==> config.mk <==
export PLATFORM = sky130hd
export DESIGN_NAME = vnu_sqrt
export DESIGN_NICKNAME = d
export VERILOG_FILES = /design/src/sv/vnu_pkg.sv /design/src/sv/vnu_sqrt.sv
export SDC_FILE = /design/constraint.sdc
export NUM_CORES = 2
export LEC_CHECK = 0
export BUFFER_PORTS_ARGS = -buffer_cell sky130_fd_sc_hd__buf_2
export CAP_MARGIN = 10
export CORE_ASPECT_RATIO = 1.25
export CORE_UTILIZATION = 40
export CTS_CLUSTER_SIZE = 12
export DETAILED_ROUTE_END_ITERATION = 7
export PLACE_DENSITY = 0.54
export SYNTH_ARGS = -nofsm -noshare
export SYNTH_HDL_FRONTEND = slang
export SYNTH_SLANG_ARGS = --single-unit
==> constraint.sdc <==
create_clock -name aclk -period 6.48 [get_ports aclk]
set_input_delay 0.972 -clock aclk [delete_from_list [all_inputs] [get_ports aclk]]
set_output_delay 0.972 -clock aclk [all_outputs]
set_load 0.02 [all_outputs]
==> src/sv/vnu_pkg.sv <==
`default_nettype none
package vnu_pkg;
    localparam int COMPONENT_WIDTH = 24;
    localparam int FRACTION_BITS   = 16;
    localparam int NORM_WIDTH      = 18;
    localparam int MAG_WIDTH       = 25;
    localparam int MAGSQ_WIDTH     = 49;
    localparam int RAD_WIDTH       = 2 * MAG_WIDTH;
    localparam int SQRT_STAGES     = MAG_WIDTH;
    localparam int QUOT_WIDTH      = FRACTION_BITS + 1;
    localparam int DIV_STAGES      = QUOT_WIDTH;
    localparam int DIV_REM_WIDTH   = MAG_WIDTH + 1;
    localparam int FRONT_STAGES    = 3;
    localparam int TOTAL_STAGES    = FRONT_STAGES + SQRT_STAGES + DIV_STAGES;
    localparam int LANES           = 4;

    localparam logic [2:0] DIMS_THREE  = 3'd3;
    localparam logic [2:0] DIMS_FOUR   = 3'd4;
    localparam logic [2:0] DIMS_RESET  = 3'd4;
    localparam logic       REG_DIMS    = 1'b0;

    typedef logic [COMPONENT_WIDTH-1:0] comp_t;
    typedef logic [NORM_WIDTH-1:0]      norm_t;
    typedef logic [MAG_WIDTH-1:0]       mag_t;
    typedef logic [MAGSQ_WIDTH-1:0]     magsq_t;

    typedef struct packed {
        logic en;
    } pipe_ctrl_t;
endpackage
`default_nettype wire

==> src/sv/vnu_sqrt.sv <==
`default_nettype none
// Digit-by-digit square root, one result bit per register stage.
module vnu_sqrt (
    input  wire                                 aclk,
    input  wire vnu_pkg::pipe_ctrl_t            ctrl,
    input  wire [vnu_pkg::RAD_WIDTH-1:0]        radicand,
    output logic [vnu_pkg::MAG_WIDTH-1:0]       root
);
    import vnu_pkg::*;

    localparam int RW = MAG_WIDTH + 3;

    logic [RW-1:0]        rem_reg  [SQRT_STAGES];
    logic [MAG_WIDTH-1:0] root_reg [SQRT_STAGES];
    logic [RAD_WIDTH-1:0] rad_reg  [SQRT_STAGES];

    genvar k;
    generate
        for (k = 0; k < SQRT_STAGES; k++) begin : g_stage
            logic [RW-1:0]        rem_in;
            logic [MAG_WIDTH-1:0] root_in;
            logic [RAD_WIDTH-1:0] rad_in;
            logic [RW-1:0]        rem_sh;
            logic [RW-1:0]        trial;
            logic                 ge;

            if (k == 0) begin : g_first
                assign rem_in  = '0;
                assign root_in = '0;
                assign rad_in  = radicand;
            end else begin : g_rest
                assign rem_in  = rem_reg[k-1];
                assign root_in = root_reg[k-1];
                assign rad_in  = rad_reg[k-1];
            end

            always_comb begin
                rem_sh = {rem_in[RW-3:0], rad_in[RAD_WIDTH-1 -: 2]};
                trial  = RW'({root_in, 2'b01});
                ge     = (rem_sh >= trial);
            end

            always_ff @(posedge aclk) begin
                if (ctrl.en) begin
                    rem_reg[k]  <= ge ? (rem_sh - trial) : rem_sh;
                    root_reg[k] <= {root_in[MAG_WIDTH-2:0], ge};
                    rad_reg[k]  <= {rad_in[RAD_WIDTH-3:0], 2'b00};
                end
            end
        end
    endgenerate

    assign root = root_reg[SQRT_STAGES-1];
endmodule
`default_nettype wire

==> results.cfg <==
[outcome]
outcome = complete, no violations

[synthesis]
synthArstFlopShare_pct = 0
synth_fa_ha_area_share_pct = 6.321
yosys_warnings = 0
synth.largest_area_cell = edfxtp_1
ys_seq_elements = 1514
syn_nets = 5741
ys_seq_area_share_pct = 65.25
synth_xor_area_share_pct = 6.058
synth_edf_count = 1514
synth-compound-area-share_pct = 9.328
syn_area_per_cell_um2 = 13.06
syn-cell-area_um2 = 69680
ys_top_cells_by_area = edfxtp_1, ha_1, xnor2_1, xor2_1, o21ai_0
synthMuxAreaShare_pct = 0.5566
yosys.area_share.simple_pct = 9.608
synth.top_cell.area_share_pct = 65.25
synth_ff_type = edfxtp_1
synth_top_family_by_area = simple AND/OR/NAND/NOR gates
yosysUniqueCellTypes = 82
syn_inst = 5337

[sta]
drv_slew = 0
finalSetupTns_ps = 0
hold_slack_ps = 344.4
fin_crit_sh_pct = 65.31
worstMarginPinSlew_ps = 1110
hold_viol = 0
skew_ps = 25.59
setup_slack_ps = 2248
max_freq_mhz = 236.3
max_slew_margin_pct = 24.07
period_needed_ps = 4232
rsz0062_at_grt = false
setup_viol = 0

[power_and_ir_drop]
pwr_density_cell_nw_per_um2 = 336.5
irDropWorstVdd_mv = 0.2378
power_leakage_uw = 0.02941

[global_route]
track_usage_pct = 15.18
grt_pass1_vias = 40180
overflow = 0
grt_antenna_before_repair = 2
grt_max_degree = 180
grt_pass1_wl_um = 213100

[place]
pre_cts_ws_ps = 2240
dpl_cell_area_um2 = 72990
port_buffers = 76
gp_congestion = 0.8549
dpl.hpwl_um = 95600

[detailed_routing]
first_iter_violations = 2423
wl_per_cell_um = 16.82
dr.pass1.iters = 6
wirelength_um = 132500
vias = 40080
via_per_inst = 5.089
drc = 0
drtAntennaViolNets = 0

[worst_setup_path]
crit_path_start_kind = flip-flop
crit_family = compound AO/OA/AOI/OAI gates
critPathMaxFanout = 25
slowest_delay_ps = 710
critPathBufInv = 1
crit_arrival_ps = 4740
crit_chain = ha_1, a211oi_1, o21bai_1, a21bo_2, a211oi_1, o22ai_1, nor2_1, inv_1, nand2b_1, nor4_1, xor2_1
path_common_cell = a211oi_1
worstReg2RegStart = rem_reg[3][59]
r2r_end = rem_reg[3][108]
cp-end-kind = flip-flop
worstSetupPathType = reg2reg
cp_slowest_cell = nor2_1
r2r.worst_path.cells = 11
r2r_slack_ps = 2250
crit_required_ps = 6990

[cts]
path_clk_slew_ps = 60
clock_latency_ps = 800
numCtsBuffers = 161
htree_levels = 4
clock-root-buffer = clkbuf_16
cts_tree = done
cts.sinks = 1514
ctsResizeCount = 0
cts_hold_buf = 0
clockBufferDepth = 3
cts_setup_buffers = 0

[floorplan]
die_width_um = 375.3
start_util_pct = 40.44
core_um2 = 172300
die_h_um = 468.6
pin_count = 77
rows = 170
dieArea_um2 = 175900

[worst_hold_path]
min_path_type = in2reg
worstHoldStart = radicand[13]
hold_depth = 1
hold_end = rad_reg[0][13]

[cells_and_area]
fin_nets = 5934
post-route-util_pct = 45.18
drive_gt1_share_pct = 7.201
syn2layout_area_growth_pct = 11.70
finalInstanceArea_um2 = 77830
largest_register_ffs = 600

[flow_run]
maxCapViolCount = 0
==> cells in the mapped netlist, types with 35 or more instances <==
master       n
o21ai_0    335
or3_1       52
edfxtp_1  1514
nand2b_1    68
xnor2_1    252
a21o_1     114
or4_1       35
nor2b_1     50
nand4_1     42
ha_1       352
nor2_1     311
nor3_1     117
nand3_1     79
nand2_1    411
inv_1      443
nor4_1      75
o31ai_1     37
o21a_1      61
xor2_1     230
clkbuf_1    70
a21oi_1    281
==> cell usage in the layout (no fill, tap or decap), types with 24 or more instances in the layout <==
cell type,Yosys,routed
nand2_1,411,411
inv_1,443,443
or2_2,24,24
a31oi_1,29,29
o21bai_1,24,24
or4_1,35,35
nand4_1,42,42
mux2_2,30,30
nor3_1,117,115
edfxtp_1,1514,1514
nand2b_1,68,68
nor2_1,311,311
xor2_1,230,230
o21a_1,61,61
ha_1,352,352
a211oi_1,26,24
o21ai_0,335,335
nand3_1,79,79
buf_4,0,31
a21o_1,114,114
buf_2,3,75
xnor2_1,252,252
clkinv_1,0,28
nor4_1,75,75
or3_1,52,52
o31ai_1,37,36
a21oi_1,281,281
clkbuf_16,0,162
nor2b_1,50,50
clkbuf_1,70,36
==> cell type report <==
class / count / area (um^2)
Antenna cell: 1 / 2.502
Timing Repair Buffer: 115 / 788.3
Fill cell: 15460 / 94460
Clock buffer: 198 / 4189
Inverter: 446 / 1674
Tap cell: 2236 / 2798
Clock inverter: 73 / 650.6
Sequential cell: 1514 / 45460
Multi-Input combinational cell: 3292 / 22270
==> metal layers <==
layer | track usage, % | vias up | routed length, um
met5 | 0 | - | 0
met4 | 5.411 | 0 | 3819
met3 | 2.528 | 222 | 4218
met2 | 28.02 | 563 | 69450
met1 | 17.63 | 19220 | 55000
li1 | - | 20080 | -
==> worst max-delay path by stage <==
stage / from / to / slack, ps / cells after the start
after floorplan: rem_reg[1][67] / rem_reg[1][103] / 3120 / 10
after global placement: rem_reg[3][59] / rem_reg[3][108] / 2370 / 11
after detailed placement: rem_reg[3][59] / rem_reg[3][108] / 2240 / 11
after CTS: rem_reg[3][59] / rem_reg[3][108] / 2220 / 11
after global routing: rem_reg[4][85] / rem_reg[5][7] / 1900 / 10
final: rem_reg[3][59] / rem_reg[3][108] / 2250 / 11
==> per-stage QoR <==
stage | cells | power (uW)
2_1_floorplan | 5337 | 16410
4_1_cts | 7874 | 26610
6_report | 7875 | 26190
3_3_place_gp | 7603 | 17830
3_5_place_dp | 7603 | 17890
5_1_grt | 7875 | 27630
==> worst register-to-register path: stages (launching register included) <==
cell and delay, ps:
edfxtp_1 390, ha_1 380, a211oi_1 300, o21bai_1 180
a21bo_2 250, a211oi_1 460, o22ai_1 180, nor2_1 710
inv_1 630, nand2b_1 240, nor4_1 80, xor2_1 150
==> cell families after synthesis <==
kind of cell / after synthesis
AOI/OAI and AO/OA: 1054
xor gates and xnor gates: 482
adders and majority gates: 352
buffers and inverters: 531
DFF: 1514
muxes: 35
other: 1
and+or+nand+nor: 1368
==> report_power, final <==
group / switching, uW / leakage (uW) / total (uW) / internal, uW
combinational: 2640 / 0.0125 / 4600 / 1960
clock: 3740 / 0.00236 / 8540 / 4800
sequential: 742 / 0.0145 / 13100 / 12300
No activity file was read; power rests on OpenSTA's default activity.
