`src/sv/vnu_pkg.sv`:
```
`default_nettype none
package vnu_pkg;
    localparam int COMPONENT_WIDTH = 24;
    localparam int FRACTION_BITS   = 16;
    localparam int NORM_WIDTH      = 18;
    localparam int MAG_WIDTH       = 25;
    localparam int MAGSQ_WIDTH     = 49;
    localparam int RAD_WIDTH       = 2 * MAG_WIDTH;
    localparam int SQRT_STAGES     = MAG_WIDTH;
    localparam int QUOT_WIDTH      = FRACTION_BITS + 1;
    localparam int DIV_STAGES      = QUOT_WIDTH;
    localparam int DIV_REM_WIDTH   = MAG_WIDTH + 1;
    localparam int FRONT_STAGES    = 3;
    localparam int TOTAL_STAGES    = FRONT_STAGES + SQRT_STAGES + DIV_STAGES;
    localparam int LANES           = 4;

    localparam logic [2:0] DIMS_THREE  = 3'd3;
    localparam logic [2:0] DIMS_FOUR   = 3'd4;
    localparam logic [2:0] DIMS_RESET  = 3'd4;
    localparam logic       REG_DIMS    = 1'b0;

    typedef logic [COMPONENT_WIDTH-1:0] comp_t;
    typedef logic [NORM_WIDTH-1:0]      norm_t;
    typedef logic [MAG_WIDTH-1:0]       mag_t;
    typedef logic [MAGSQ_WIDTH-1:0]     magsq_t;

    typedef struct packed {
        logic en;
    } pipe_ctrl_t;
endpackage
`default_nettype wire

```
`src/sv/vnu_div.sv`:
```
`default_nettype none
// Restoring divider for one lane: |comp| * 2^FRACTION_BITS / mag, one quotient bit per stage.
module vnu_div (
    input  wire                                  aclk,
    input  wire vnu_pkg::pipe_ctrl_t             ctrl,
    input  wire [vnu_pkg::COMPONENT_WIDTH-1:0]   abs_val,
    input  wire                                  neg,
    input  wire [vnu_pkg::MAG_WIDTH-1:0]         mag,
    output logic [vnu_pkg::NORM_WIDTH-1:0]       norm
);
    import vnu_pkg::*;

    localparam int DW = DIV_REM_WIDTH;

    logic [DW-1:0]         rem_reg  [DIV_STAGES];
    logic [QUOT_WIDTH-1:0] quot_reg [DIV_STAGES];
    logic [MAG_WIDTH-1:0]  mag_reg  [DIV_STAGES];
    logic                  neg_reg  [DIV_STAGES];

    genvar k;
    generate
        for (k = 0; k < DIV_STAGES; k++) begin : g_stage
            logic [DW-1:0]         rem_in;
            logic [QUOT_WIDTH-1:0] quot_in;
            logic [MAG_WIDTH-1:0]  mag_in;
            logic                  neg_in;
            logic                  bit_in;
            logic [DW-1:0]         rem_sh;
            logic                  ge;

            if (k == 0) begin : g_first
                // The dividend's upper bits are already below the divisor.
                assign rem_in  = DW'(abs_val[COMPONENT_WIDTH-1:1]);
                assign quot_in = '0;
                assign mag_in  = mag;
                assign neg_in  = neg;
                assign bit_in  = abs_val[0];
            end else begin : g_rest
                assign rem_in  = rem_reg[k-1];
                assign quot_in = quot_reg[k-1];
                assign mag_in  = mag_reg[k-1];
                assign neg_in  = neg_reg[k-1];
                assign bit_in  = 1'b0;
            end

            always_comb begin
                rem_sh = {rem_in[DW-2:0], bit_in};
                ge     = (rem_sh >= DW'(mag_in));
            end

            always_ff @(posedge aclk) begin
                if (ctrl.en) begin
                    rem_reg[k]  <= ge ? (rem_sh - DW'(mag_in)) : rem_sh;
                    quot_reg[k] <= {quot_in[QUOT_WIDTH-2:0], ge};
                    mag_reg[k]  <= mag_in;
                    neg_reg[k]  <= neg_in;
                end
            end
        end
    endgenerate

    logic [QUOT_WIDTH-1:0] q_lim;
    logic [NORM_WIDTH-1:0] q_ext;

    always_comb begin
        q_lim = quot_reg[DIV_STAGES-1];
        if (mag_reg[DIV_STAGES-1] == '0) begin
            q_lim = '0;
        end else if (q_lim > QUOT_WIDTH'(1 << FRACTION_BITS)) begin
            q_lim = QUOT_WIDTH'(1 << FRACTION_BITS);
        end
        q_ext = NORM_WIDTH'(q_lim);
        norm  = neg_reg[DIV_STAGES-1] ? (NORM_WIDTH'(0) - q_ext) : q_ext;
    end
endmodule
`default_nettype wire

```
`config.mk`:
```
export PLATFORM = sky130hd
export DESIGN_NAME = vnu_div
export DESIGN_NICKNAME = d
export VERILOG_FILES = /design/src/sv/vnu_pkg.sv /design/src/sv/vnu_div.sv
export SDC_FILE = /design/constraint.sdc
export NUM_CORES = 2
export LEC_CHECK = 0
export ABC_AREA = 1
export BUFFER_PORTS_ARGS = -buffer_cell sky130_fd_sc_hd__buf_4
export CORE_MARGIN = 3
export CORE_UTILIZATION = 30
export CTS_CLUSTER_SIZE = 8
export DETAILED_ROUTE_END_ITERATION = 8
export PLACE_DENSITY = 0.51
export SLEW_MARGIN = 20
export SYNTH_ARGS = -nofsm -noshare
export SYNTH_HDL_FRONTEND = slang
export SYNTH_SLANG_ARGS = --single-unit
```
`constraint.sdc`:
```
create_clock -name aclk -period 6.85 [get_ports aclk]
set_clock_uncertainty 0.2 [all_clocks]
set_input_delay 0.3425 -clock aclk [delete_from_list [all_inputs] [get_ports aclk]]
set_output_delay 0.3425 -clock aclk [all_outputs]
set_load 0.1 [all_outputs]
```
==> results.toml <==
[setup_path]
critPathArrivalTime_ns = 3.73
start_kind = "flop"
r2r_slack_ns = 3.16
reg2reg_to = "rem_reg[0][406]"
path_max_fanout = 30
crit_type = "flop to output port"
cp_top_family = "simple AND/OR/NAND/NOR gates"
worstReg2RegStart = "mag_reg[0][367]"
cp_cell_sequence = "nor2_1 > nand2_1 > nor2_1 > nand3_2 > nand3_1 > ha_1 > nand2_1 > o21ai_2 > nand3_1 > nand2_1 > buf_4"
max_stage_delay_ns = 0.58
crit_top_cell = "nand2_1"
crit_required_ns = 6.31
r2r_cells = 8
crit_path_top_delay_cell = "nand3_2"
crit_buf_inv = 1
end_kind = "output port"

[cells_and_area]
drive_gt1_frac = 0.0550
fin_nets = 7369
instances_no_fill = 9548
largest_register_ffs = 425
fillers = 20300
synthToLayoutAreaGrowth_pct = 13.1

[detailed_routing]
vias = 45500
wl_um = 177000
drt_iter0_drc = 3313
ant_nets = 0
vias_per_cell = 4.77
wl_per_cell_um = 18.5
drc = 0
dr.pass1.iters = 6

[synth]
yosys.area_share.simple = 0.186
synth-edff-count = 995
yosysSeqAreaShare = 0.496
ys_ff_latch = 995
synth_nets = 7159
syn_area_mm2 = 0.0602
syn-instance-count = 6667
synth_cell_type_count = 49
synthXorXnorAreaFrac = 0.0429
synth_top_family_by_area = "simple AND/OR/NAND/NOR gates"
ys.flop_type = "edfxtp_1"
synth_async_sr_flop_share = 0
synth_fa_ha_area_frac = 0.0934
synth_warnings = 0
synth_compound_area_frac = 0.108
avgSynthCellArea_um2 = 9.04
synthMuxAreaShare = 0

[floorplanning]
start_util = 0.304
die_x_um = 454
die_area_mm2 = 0.206
num_rows = 163
fp.coreArea_mm2 = 0.198
chipHeight_um = 454
pin_count = 70

[clock_network]
cts_tree = "yes"
cts_buffers = 146
cts_sinks = 995
clkTransAtPathRegs_ns = 0.05
cts_resized = 0
clockBufferDepth = 3
cts-root-buf = "clkbuf_16"
htreeDepth = 4
clkLatencyLatePin_ns = 0.78

[flow_run]
cap_violations = 0

[min_path]
hp-start = "mag[22]"
min_path_cells = 2
hold_end = "mag_reg[0][22]"
hp-class = "input pin to flop"

[global_routing]
overflow = 0
grt_usage = 0.169
grt_pass1_wl_um = 270000
grt_max_degree = 181
antenna_found_initial = 1
busiest_layer = "met2"
use_met2 = 0.290
use_met1 = 0.217
met3_usage = 0.0213
grt_pass1_vias = 45300

[pwr]
internal_power_mw = 17.5
p_per_area_mw_per_mm2 = 447
pwr-share-seq = 0.330
switching_share = 0.425
p_leak_nw = 29.5
p_sw_mw = 12.9
pwr-share-comb = 0.457
ir_drop_mv = 0.215
p_clk_frac = 0.213

[timing]
period_minus_slack_ns = 4.27
hold_ws_ns = 0.108
rsz0062_at_grt = "no"
timing.fmax_mhz = 234
worst_pin_slew_ns = 1.31
hold_viol = 0
tns_ns = 0
finalSetupViolations = 0
fin_crit_sh = 0.623
slew_violations = 0
timing.slew.headroom = 0.125

[place]
dp.cells = 9318
portBuffers = 69
gp_congestion = 0.897
hpwl_um = 140000

[run_status]
status = "completed"
## metrics by stage
| stage | power [mW] | worst slack (ns) | util | area [um^2] |
|---|---|---|---|---|
| 3_3_place_gp | 24.1 | 2.80 | 0.321 | 63600 |
| 5_1_grt | 32.9 | 2.15 | 0.343 | 68100 |
| 2_1_floorplan | 19.8 | 2.96 | - | 60200 |
| 3_5_place_dp | 24.1 | 2.79 | 0.321 | 63600 |
| 4_1_cts | 30.8 | 1.94 | 0.343 | 68100 |
| 6_report | 30.4 | 2.58 | 0.343 | 68100 |
## metal layers
layer	up-vias	part of all wire
met5	-	0
met4	0	0.039
met3	287	0.036
met2	890	0.48
met1	21500	0.44
li1	22900	-
## synth_stat cells, types with 3 or more instances
cell      instances  area, um^2
o21ai_4           3        48.8
nand2_1        1622        6090
a21o_1           33         248
nor3_1           79         395
xnor2_1         134        1170
inv_2            13        48.8
buf_4            18         135
buf_2            17        85.1
nor2_1          516        1940
o21a_2            6        52.6
fa_1             16         320
or2_2             6        37.5
xor2_1          161        1410
edfxtp_1        995       29900
nor4_1           20         125
a21boi_0          9        67.6
o211ai_1         25         188
o21a_1           15         113
o21bai_4          4        75.1
a21oi_2           4        35.0
nand3b_2          4        45.0
inv_1          1003        3760
a21oi_4           7         114
o21ai_1         140         701
nand2_2          15        93.8
buf_6            34         383
nand3_2          13         130
nand3_4           8         140
o21ai_0         350        1750
o31ai_1           5        37.5
nand4_1         104         651
nand3b_1         20         150
ha_1            424        5310
o21ai_2          37         324
clkbuf_1          6        22.5
a21oi_1         498        2490
nand3_1         262        1310
o21bai_1         25         188
## final cells by class
type,instances,area (um^2),share of cell area
sequential,995,29900,0.439
multi-input combinational,4579,25900,0.380
inverter,1018,3830,0.0562
clock buffer,158,3780,0.0555
tap,2640,3300,0.0485
timing repair buffer,137,1210,0.0178
clock inverter,18,189,0.00277
antenna,3,7.51,0.000110
## cell usage in the layout, fill, tap and decap left out, types with 25 or more instances in the layout
cell type	instances
a21oi_1	498
o21ai_2	37
o21bai_1	25
nor2_1	516
o211ai_1	25
o21ai_0	350
buf_4	81
ha_1	424
inv_1	1003
dlygate4sd3_1	51
nand2_1	1622
xnor2_1	134
a21o_1	33
clkbuf_16	150
nor3_1	79
o21ai_1	140
nand4_1	104
xor2_1	161
nand3_1	261
edfxtp_1	995
## cells by family (layout without fill, tap and decap cells)
logic type,count (synthesis),count (layout)
DFF,995,995
and+or+nand+nor,2677,2677
xor gates and xnor gates,295,295
AOI/OAI and AO/OA,1167,1167
buffers and inverters,1093,1331
other,0,3
adders and majority gates,440,440
## worst max-delay path by stage
stage / start / end / depth (start not counted)
finish: mag_reg[0][423] / norm[16] / 11
floorplan: quot_reg[0][284] / norm[7] / 11
global placement: mag_reg[0][423] / norm[12] / 11
global route: mag_reg[0][423] / norm[16] / 11
CTS: mag_reg[0][423] / norm[16] / 11
detailed placement: mag_reg[0][423] / norm[16] / 11
## timing repair
item,4_1_cts,5_1_grt
endpoints found under the setup margin,0,0
endpoints found under the hold margin,138,0
buffers inserted,0,0
hold buffers,51,0
## power by group through the flow
stage / clock, mW / sequential [mW] / combinational, mW
floorplan: 0 / 9.48 / 10.3
global placement: 0 / 10.2 / 13.9
detailed placement: 0 / 10.2 / 13.9
CTS: 6.71 / 10.1 / 14.0
global route: 6.94 / 10.2 / 15.7
finish: 6.48 / 10.1 / 13.9
Note: power is estimated with default switching activity, not from simulation.
